## src/rtl/mpq_pkg.sv

```systemverilog
// Shared types and codes for the minimum priority queue.
package mpq_pkg;

	localparam logic ACT_ENQ = 1'b0;
	localparam logic ACT_DEQ = 1'b1;

	localparam logic [1:0] ST_DONE  = 2'd0;
	localparam logic [1:0] ST_FULL  = 2'd1;
	localparam logic [1:0] ST_EMPTY = 2'd2;

	typedef struct packed {
		logic [15:0] id;
		logic [7:0]  pri;
	} entry_t;

	// running minimum carried down the cell row
	typedef struct packed {
		logic        tok;
		logic        have;
		logic [7:0]  pri;
		logic [15:0] id;
	} scan_t;

endpackage

```

## src/rtl/mpq_cell.sv

```systemverilog
// One storage cell of the queue: holds an entry, forwards the running minimum, shifts down.
module mpq_cell import mpq_pkg::*; #(
	parameter int IW    = 7,
	parameter int INDEX = 0
) (
	input  logic          clk,
	input  logic          arst_n,
	input  logic [IW-1:0] fill,
	input  logic          enq_load,
	input  entry_t        enq_entry,
	input  logic          shift,
	input  logic [IW-1:0] best_idx,
	input  entry_t        next_entry,
	output entry_t        cur_entry,
	input  scan_t         scan_in,
	input  logic [IW-1:0] idx_in,
	output scan_t         scan_out,
	output logic [IW-1:0] idx_out
);

	localparam logic [IW-1:0] MY_IDX = IW'(INDEX);

	entry_t        entry_q;
	scan_t         scan_q;
	logic [IW-1:0] idx_q;
	logic          active;
	logic          take;

	assign active = MY_IDX < fill;
	assign take   = scan_in.tok && active && (!scan_in.have || entry_q.pri < scan_in.pri);

	always_ff @(posedge clk) begin
		if (enq_load && fill == MY_IDX) begin
			entry_q <= enq_entry;
		end else if (shift && MY_IDX >= best_idx) begin
			entry_q <= next_entry;
		end
	end

	always_ff @(posedge clk or negedge arst_n) begin
		if (!arst_n) begin
			scan_q <= '0;
			idx_q  <= '0;
		end else begin
			scan_q.tok  <= scan_in.tok;
			scan_q.have <= scan_in.have | take;
			scan_q.pri  <= take ? entry_q.pri : scan_in.pri;
			scan_q.id   <= take ? entry_q.id : scan_in.id;
			idx_q       <= take ? MY_IDX : idx_in;
		end
	end

	assign cur_entry = entry_q;
	assign scan_out  = scan_q;
	assign idx_out   = idx_q;

endmodule

```

## config.mk

```make
export PLATFORM = sky130hd
export DESIGN_NAME = mpq_cell
export DESIGN_NICKNAME = d
export VERILOG_FILES = /design/src/rtl/mpq_pkg.sv /design/src/rtl/mpq_cell.sv
export SDC_FILE = /design/constraint.sdc
export NUM_CORES = 1
export LEC_CHECK = 0
export BUFFER_PORTS_ARGS = -buffer_cell sky130_fd_sc_hd__buf_2
export CAP_MARGIN = 20
export CORE_AREA = 5 5 75 84
export CTS_BUF_LIST = sky130_fd_sc_hd__clkbuf_8
export CTS_CLUSTER_DIAMETER = 150
export DETAILED_ROUTE_END_ITERATION = 7
export DIE_AREA = 0 0 80 89
export PLACE_DENSITY = 0.95
export SKIP_CTS_REPAIR_TIMING = 1
export SLEW_MARGIN = 20
export SYNTH_ARGS = -nofsm -noshare
export SYNTH_HDL_FRONTEND = slang
export SYNTH_SLANG_ARGS = --single-unit
```

## constraint.sdc

```tcl
create_clock -name clk -period 3.9 [get_ports clk]
set_clock_uncertainty 0.15 [all_clocks]
set_input_delay 0.195 -clock clk [delete_from_list [all_inputs] [get_ports clk]]
set_output_delay 0.195 -clock clk [all_outputs]
set_load 0.05 [all_outputs]
```

==> results of run 1 <==
[worst max-delay path: stages]
cell	delay [ns]
dlygate4sd3_1	0.53
buf_2	0.12
inv_1	0.04
ha_1	0.28
nand4_1	0.14
nor2_1	0.13
o31ai_1	0.11
a21oi_4	0.75
mux2_2	0.43
[cell type report]
class,instances,area share
Sequential cell,57,0.4022
Clock inverter,7,0.02441
Multi-Input combinational cell,84,0.2158
Tap cell,75,0.02441
Clock buffer,9,0.03222
Timing Repair Buffer,191,0.2942
Inverter,7,0.006834
[kinds of logic (layout without fill, tap and decap cells)]
kind of cell	after synthesis	in the layout	share of synthesized area
flip-flops	57	57	0.6342
AND/OR/NAND/NOR	23	23	0.05439
multiplexers	48	48	0.2217
AO/OA/AOI/OAI	6	6	0.02515
adder cells (fa/ha/maj)	7	7	0.03591
buffers and inverters	12	214	0.02873
[Yosys cell counts]
library cell | n | area share
mux2_2 | 46 | 0.21
dfrtp_1 | 33 | 0.34
a211oi_1 | 1 | 0.0031
nand4_1 | 1 | 0.0026
nor4_1 | 2 | 0.0051
nor3_1 | 1 | 0.0021
and2_1 | 7 | 0.018
edfxtp_1 | 24 | 0.30
nor4b_1 | 1 | 0.0036
nor3b_1 | 1 | 0.0031
or2b_1 | 1 | 0.0031
inv_1 | 7 | 0.011
o21ai_0 | 2 | 0.0041
o41ai_4 | 1 | 0.011
buf_6 | 3 | 0.014
mux2_1 | 2 | 0.0092
ha_1 | 7 | 0.036
buf_2 | 2 | 0.0041
or4_4 | 1 | 0.0046
o31ai_1 | 1 | 0.0031
a21oi_2 | 1 | 0.0036
nand2_1 | 3 | 0.0046
nor2_1 | 5 | 0.0077
[final timing paths]
check / from / end / slack, ns / cells after the start
hold reg to reg: cur_entry[17] / scan_out[9] / 0.35 / 1
hold / removal: enq_entry[0] / cur_entry[0] / 0.02 / 2
setup reg to reg: cur_entry[7] / scan_out[0] / 1.31 / 6
max in group asynchronous: arst_n / scan_out[0] / 2.79 / 2
setup / recovery: scan_in[21] / scan_out[0] / 1.20 / 9
min in group asynchronous: arst_n / scan_out[16] / 0.32 / 2
[metal layers]
metal / share of wire / up-vias
met1: 0.34 / 930
met2: 0.57 / 101
li1: - / 953
met3: 0.073 / 10
met4: 0.018 / 0
met5: 0 / -
[layout by cell type (no fill, tap or decap), drive strengths merged]
cell type    Yosys  routed
nand4            1       1
dfrtp           33      33
clkinv           0       4
dlygate4sd3      0      34
mux2            48      48
nor3             1       1
edfxtp          24      24
nor4             2       2
ha               7       7
or4              1       1
nor4b            1       1
clkbuf           0       9
and2             7       7
nand2            3       3
o41ai            1       1
a211oi           1       1
nor2             5       5
a21oi            1       1
o21ai            2       2
o31ai            1       1
buf              5     157
or2b             1       1
bufinv           0       2
nor3b            1       1
inv              7       8
[flip-flops by register name, summed over array words and instances (netlist names)]
| name | cells |
|---|---|
| scan_out | 26 |
| cur_entry | 24 |
| idx_out | 7 |
[where the power goes]
| group | internal (mW) | switching (mW) |
|---|---|---|
| sequential | 0.652 | 0.00815 |
| combinational | 0.113 | 0.161 |
| clock | 0.360 | 0.238 |
| total | 1.12 | 0.408 |
==> run_results.csv, run 1 <==
group,metric,value,unit
outcome,outcome,"finished clean",
global_routing,grt_pass1_wl,8763,um
power,power-per-cell-area,398.4,mW/mm^2
power,irDropWorstVdd,320.5,uV
floorplanning,rows,28,
layout,fin_util,0.7220,
floorplanning,core,0.005325,mm^2
sta,setup_ws,1.198,ns
global_routing,use_met1,0.1688,
cts,path_clk_slew,0.07,ns
routing,drtIter0Drc,71,
layout,register_area,0.001546,mm^2
layout,fill_cells,385,
global_routing,groute.layer.met3.usage,0.04536,
placed_design,dp_slack,1.156,ns
sta,period_minus_slack,2.702,ns
critical_path,cp.required,3.94,ns
sta,finalSetupViolations,0,
routing,vias_per_cell,4.637,
cts,cts_tree,"done",
placed_design,portBuffers,155,
power,report.power.total,1.532,mW
critical_path,critical_path_arrival,2.74,ns
yosys,ys_warn_count,0,
global_routing,grt_pass1_vias,1925,
floorplanning,io_pins,156,
cts,root_buffer,"clkbuf_8",
placed_design,placed_area,0.003287,mm^2
sta,tns,0,ns
routing,drt_pass1_iterations,5,
yosys,seq_area_frac_synth,0.6342,
critical_path,cp-start-kind,"input pin",
sta,fmax,370.1,MHz
layout,nets,456,
layout,multi_input_area,829.5,um^2
sta,final_hold_viol_count,0,
cts,cts_buffers,9,
sta,worstMarginPinSlew,0.9264,ns
yosys,syn_area,0.002439,mm^2
power,p_leak,1.846,nW
min_path,holdCritPathClass,"in -> reg",
global_routing,grt_max_degree,34,
global_routing,track_usage,0.1673,
floorplanning,die_area,0.007120,mm^2
cts,clk_path_buf_depth,2,
yosys,synth_seq_cells,57,
global_routing,grt-ovfl-total,0,
global_routing,grt_busiest_layer,"met2",
job,cap_viol_max_count,0,
global_routing,use_met2,0.3140,
sta,rsz0062_at_grt,"no",
cts,clock-sinks,57,
routing,antenna_left,0,
sta,slew_viol_final,0,
cts,htreeDepth,3,
layout,final_cells,430,
sta,period_share,0.6929,
floorplanning,dieHeight,89,um
layout,syn2layout_area_growth,57.67,%
routing,routedWlPerCell,15.64,um
routing,totalWireLength,6724,um
floorplanning,start_util,0.4579,
routing,route.detailed.drc,0,
cts,clock_latency,0.32,ns
placed_design,dpl.cell_count,380,
yosys,syn_area_per_cell,15.94,um^2
yosys,syn_nets,259,
placed_design,gp_congestion,0.7443,
sta,whs,0.02010,ns
layout,fin_area,0.003845,mm^2
critical_path,critPathCaptureType,"register",
placed_design,hpwlAfterDp,4720,um
layout,layout-drive-gt1-share,0.6254,
floorplanning,die_x,80,um
routing,vias,1994,
yosys,syn-instance-count,153,
global_routing,antenna_found_initial,0,
layout,antennaDiodeCount,0,
yosys,yosysUniqueCellTypes,23,
critical_path,cp_max_fo,31,
sta,slew_headroom,0.3810,
critical_path,crit_type,"in -> reg",
Note: power is estimated with default switching activity, not from simulation.
==> run 2: changes to the inputs <==
Settings changed: CORE_AREA 5 5 75 84 to 5 5 82 91, DIE_AREA 0 0 80 89 to 0 0 87 96, PLACE_DENSITY 0.95 to 0.86.
Clock period 3.9 ns to 2.2 ns, I/O delays scaled along.
==> run 2 against run 1 <==
Net effect:
- wire length up 20%
- global-route usage down 2.1 points
- clock power grew 60%
- core utilization down 3.4 points
- final area rose by 16%
- cell count increased by 14%
- setup slack worse by 1.1 ns
- power increased by 77%
- via count up 12%
- clock-buffer cell count up 1
- sequential power increased by 77%
- non-clock buffer count rose by 52
- critical endpoint is now scan_out[11]
==> run_results.csv, run 2 (same netlist as run 1, synthesis figures left out) <==
group,metric,value,unit
global_routing,antenna_found_initial,0,
layout,final_common_cell,"buf_2",
power,switchingPower,0.7340,mW
sta,slew_headroom,0.4925,
sta,fmax,467.9,MHz
cts,cts_buffers,9,
global_routing,grt_busiest_layer,"met2",
power,report.power.total,2.710,mW
layout,multi_input_area,887.1,um^2
layout,layout-drive-gt1-share,0.5725,
cts,root_buffer,"clkbuf_8",
sta,worstMarginPinSlew,0.7613,ns
global_routing,grt_pass1_wl,9259,um
floorplanning,die_area,0.008352,mm^2
sta,slew_viol_final,0,
outcome,outcome,"finished clean",
critical_path,crit_type,"reg -> reg",
placed_design,placed_area,0.003421,mm^2
floorplanning,core,0.006477,mm^2
cts,clock-sinks,57,
routing,antenna_left,0,
floorplanning,rows,31,
global_routing,groute.layer.met3.usage,0.05479,
power,internal-power,1.976,mW
routing,totalWireLength,8076,um
floorplanning,start_util,0.3765,
layout,syn2layout_area_growth,82.66,%
routing,routedWlPerCell,16.45,um
global_routing,grt_pass1_vias,1999,
global_routing,grt-ovfl-total,0,
floorplanning,io_pins,156,
power,power-per-cell-area,608.3,mW/mm^2
placed_design,portBuffers,155,
sta,rsz0062_at_grt,"no",
global_routing,grt_max_degree,34,
power,p_comb_frac,0.216,
routing,vias_per_cell,4.558,
layout,nets,508,
power,p_sw_frac,0.2709,
layout,fill_cells,467,
critical_path,cp.required,2.25,ns
cts,htreeDepth,3,
power,p_leak,2.091,nW
cts,clk_path_buf_depth,2,
cts,clock_latency,0.33,ns
sta,period_minus_slack,2.137,ns
power,clockPowerShare,0.353,
cts,cts_tree,"done",
layout,layout_common_cells,"buf_2, dlygate4sd3_1, mux2_2, dfrtp_1, edfxtp_1",
job,cap_viol_max_count,0,
sta,finalSetupViolations,0,
sta,period_share,0.9715,
routing,drt_pass1_iterations,4,
placed_design,hpwlAfterDp,4918,um
critical_path,critPathCaptureType,"register",
min_path,holdCritPathClass,"in -> reg",
layout,largest_reg_flops,26,
routing,vias,2238,
power,irDropWorstVdd,400.4,uV
power,seq_power_share,0.431,
critical_path,critical_path_arrival,2.19,ns
critical_path,cp-start-kind,"register",
critical_path,cp_max_fo,18,
global_routing,use_met1,0.1640,
floorplanning,dieHeight,96,um
global_routing,use_met2,0.2456,
layout,fin_area,0.004454,mm^2
layout,register_area,0.001546,mm^2
sta,final_hold_viol_count,0,
cts,path_clk_slew,0.06,ns
routing,drtIter0Drc,87,
global_routing,track_usage,0.1465,
placed_design,gp_congestion,0.7461,
routing,route.detailed.drc,0,
floorplanning,die_x,87,um
[run 2: per-layer routing]
metal / part of all wire / vias up
met4: 0.021 / 0
li1: - / 1055
met2: 0.56 / 114
met1: 0.34 / 1051
met3: 0.084 / 18
met5: 0 / -
[run 2: metrics by stage]
step | setup WS [ns] | TNS, ns | hold WS (ns) | utilization | instances
2_1_floorplan | -0.04827 | -0.8874 | -0.3356 | - | 153
3_3_place_gp | 0.07007 | 0 | 0.05716 | 0.5281 | 390
3_5_place_dp | 0.004050 | 0 | 0.07882 | 0.5281 | 390
4_1_cts | 0.04001 | 0 | -0.2832 | 0.5582 | 406
5_1_grt | 0.002232 | 0 | 0.01431 | 0.6869 | 489
6_report | 0.06261 | 0 | 0.01740 | 0.6877 | 491
[run 2: final timing paths]
kind | from | endpoint | slack [ns] | cells past startpoint
setup / recovery | cur_entry[6] | scan_out[11] | 0.06 | 7
hold / removal | fill[2] | scan_out[24] | 0.02 | 3
setup reg to reg | cur_entry[6] | scan_out[11] | 0.06 | 7
hold reg to reg | cur_entry[12] | scan_out[4] | 0.35 | 1
max in group asynchronous | arst_n | idx_out[3] | 1.16 | 2
min in group asynchronous | arst_n | scan_out[20] | 0.25 | 2
[run 2: worst max-delay path, stage by stage, from the launching register on]
cell and delay (ns):
edfxtp_1 0.43, ha_1 0.32, nand4_1 0.12, nor2_1 0.13, o31ai_2 0.10, a21oi_4 0.22
buf_12 0.19, mux2_2 0.35
[run 2: power groups by stage]
stage | registers [mW] | clock network [mW] | logic (mW)
after global placement | 1.19 | 0 | 0.453
after detailed placement | 1.19 | 0 | 0.464
after global routing | 1.17 | 1.03 | 0.619
after floorplan | 1.36 | 0 | 0.117
after CTS | 1.17 | 0.980 | 0.465
final | 1.17 | 0.956 | 0.585
[run 2: final cells by class]
class                      instances  area share
antenna                            2    0.001124
clock buffer                      10     0.03090
clock inverter                     6     0.01292
inverter                           7    0.005899
multi-input combinational         84      0.1992
sequential                        57      0.3472
tap                               82     0.02303
timing repair buffer             243      0.3798
==> run 3: changes to the inputs <==
Settings changed: MAX_ROUTING_LAYER set to met4, REMOVE_ABC_BUFFERS set to 1.
==> run 3 against run 2 <==
Net effect:
- global-route usage is 0.74 points higher
- hold slack barely moved
- flip-flop and latch count stayed put
- final area is 0.56% lower
- clock power rose by 0.4%
- first-iteration DRC count down 53%
- largest cell class unchanged
==> run_results.csv, run 3 (same netlist as run 1, synthesis figures left out) <==
group,metric,value,unit
cts,clk_path_buf_depth,2,
floorplanning,io_pins,156,
power,clockPowerShare,0.354,
placed_design,gp_congestion,0.7333,
cts,root_buffer,"clkbuf_8",
sta,final_hold_viol_count,0,
power,switchingPower,0.7359,mW
global_routing,groute.layer.met3.usage,0.04110,
global_routing,track_usage,0.1539,
global_routing,grt_pass1_vias,2064,
sta,slew_headroom,0.4953,
placed_design,hpwlAfterDp,5137,um
sta,period_share,0.9909,
floorplanning,rows,31,
layout,syn2layout_area_growth,81.63,%
sta,period_minus_slack,2.180,ns
layout,fin_util,0.6838,
job,cap_viol_max_count,0,
critical_path,cp.required,2.12,ns
power,power-per-cell-area,611.7,mW/mm^2
layout,antennaDiodeCount,0,
critical_path,cp-start-kind,"input pin",
placed_design,portBuffers,155,
cts,path_clk_slew,0.07,ns
layout,final_common_cell,"buf_2",
power,p_sw_frac,0.2716,
layout,nets,511,
power,report.power.total,2.709,mW
sta,slew_viol_final,0,
layout,layout_common_cells,"buf_2, dlygate4sd3_1, mux2_2, dfrtp_1, edfxtp_1",
global_routing,antenna_found_initial,0,
layout,layout-drive-gt1-share,0.5683,
floorplanning,core,0.006477,mm^2
layout,fin_area,0.004429,mm^2
power,seq_power_share,0.431,
routing,routedWlPerCell,16.57,um
power,irDropWorstVdd,392.9,uV
floorplanning,start_util,0.3765,
global_routing,grt_busiest_layer,"met2",
critical_path,cp_max_fo,3,
layout,largest_reg_flops,26,
min_path,holdCritPathClass,"in -> reg",
global_routing,grt-ovfl-total,0,
critical_path,crit_type,"in -> reg",
sta,finalSetupViolations,0,
cts,clock-sinks,57,
routing,antenna_left,0,
cts,cts_buffers,9,
global_routing,use_met2,0.2861,
outcome,outcome,"finished clean",
layout,final_cells,492,
floorplanning,die_x,87,um
sta,tns,0,ns
routing,drt_pass1_iterations,4,
floorplanning,die_area,0.008352,mm^2
power,p_leak,2.085,nW
routing,vias,2272,
routing,route.detailed.drc,0,
placed_design,dpl.cell_count,394,
floorplanning,dieHeight,96,um
routing,vias_per_cell,4.618,
cts,cts_tree,"done",
power,p_comb_frac,0.214,
cts,htreeDepth,3,
power,internal-power,1.974,mW
cts,clock_latency,0.33,ns
global_routing,use_met1,0.1519,
placed_design,placed_area,0.003386,mm^2
routing,drtIter0Drc,41,
sta,fmax,458.7,MHz
critical_path,critPathCaptureType,"register",
routing,totalWireLength,8150,um
critical_path,critical_path_arrival,2.10,ns
global_routing,grt_max_degree,34,
sta,worstMarginPinSlew,0.7570,ns
global_routing,grt_pass1_wl,9356,um
run 3: stage by stage:
step / setup WS (ns) / hold WS, ns
floorplan: -0.5807 / -0.3356
global placement: -0.003276 / 0.05885
detailed placement: -0.01581 / 0.07189
CTS: -0.03010 / -0.2970
global route: -0.03497 / 0.01526
finish: 0.01993 / 0.01759
run 3: layout make-up:
type	count	area [um^2]
Multi-Input combinational cell	84	857.1
Tap cell	82	102.6
Fill cell	462	2048
Sequential cell	57	1546
Clock buffer	10	137.6
Clock inverter	6	57.56
Timing Repair Buffer	246	1702
Inverter	7	26.28
run 3: metal layers:
| metal | part of all wire | routed length [um] |
|---|---|---|
| met2 | 0.57 | 4658 |
| met5 | 0 | 0 |
| met1 | 0.33 | 2687 |
| met3 | 0.065 | 532 |
| met4 | 0.033 | 272 |
run 3: worst max-delay path: stages:
cell           delay [ns]
buf_2                0.10
or4_4                0.55
nor4_1               0.17
nand2_1              0.15
buf_4                0.18
mux2_2               0.27
dlygate4sd3_1        0.57
run 3: path summary, 6_finish.rpt:
check	from	end	slack, ns	depth (start not counted)
max in group asynchronous	arst_n	scan_out[3]	1.17	2
min	fill[2]	scan_out[24]	0.02	3
max	fill[1]	cur_entry[6]	0.02	7
min in group asynchronous	arst_n	scan_out[24]	0.24	2
min reg2reg	cur_entry[21]	scan_out[13]	0.36	1
max reg2reg	cur_entry[5]	scan_out[23]	0.10	7
run 3: power groups by stage:
stage / Combinational [mW] / Sequential (mW) / Clock [mW]
6_report: 0.580 / 1.17 / 0.960
2_1_floorplan: 0.0977 / 1.36 / 0
5_1_grt: 0.615 / 1.17 / 1.02
3_5_place_dp: 0.458 / 1.19 / 0
3_3_place_gp: 0.447 / 1.19 / 0
4_1_cts: 0.459 / 1.17 / 0.985
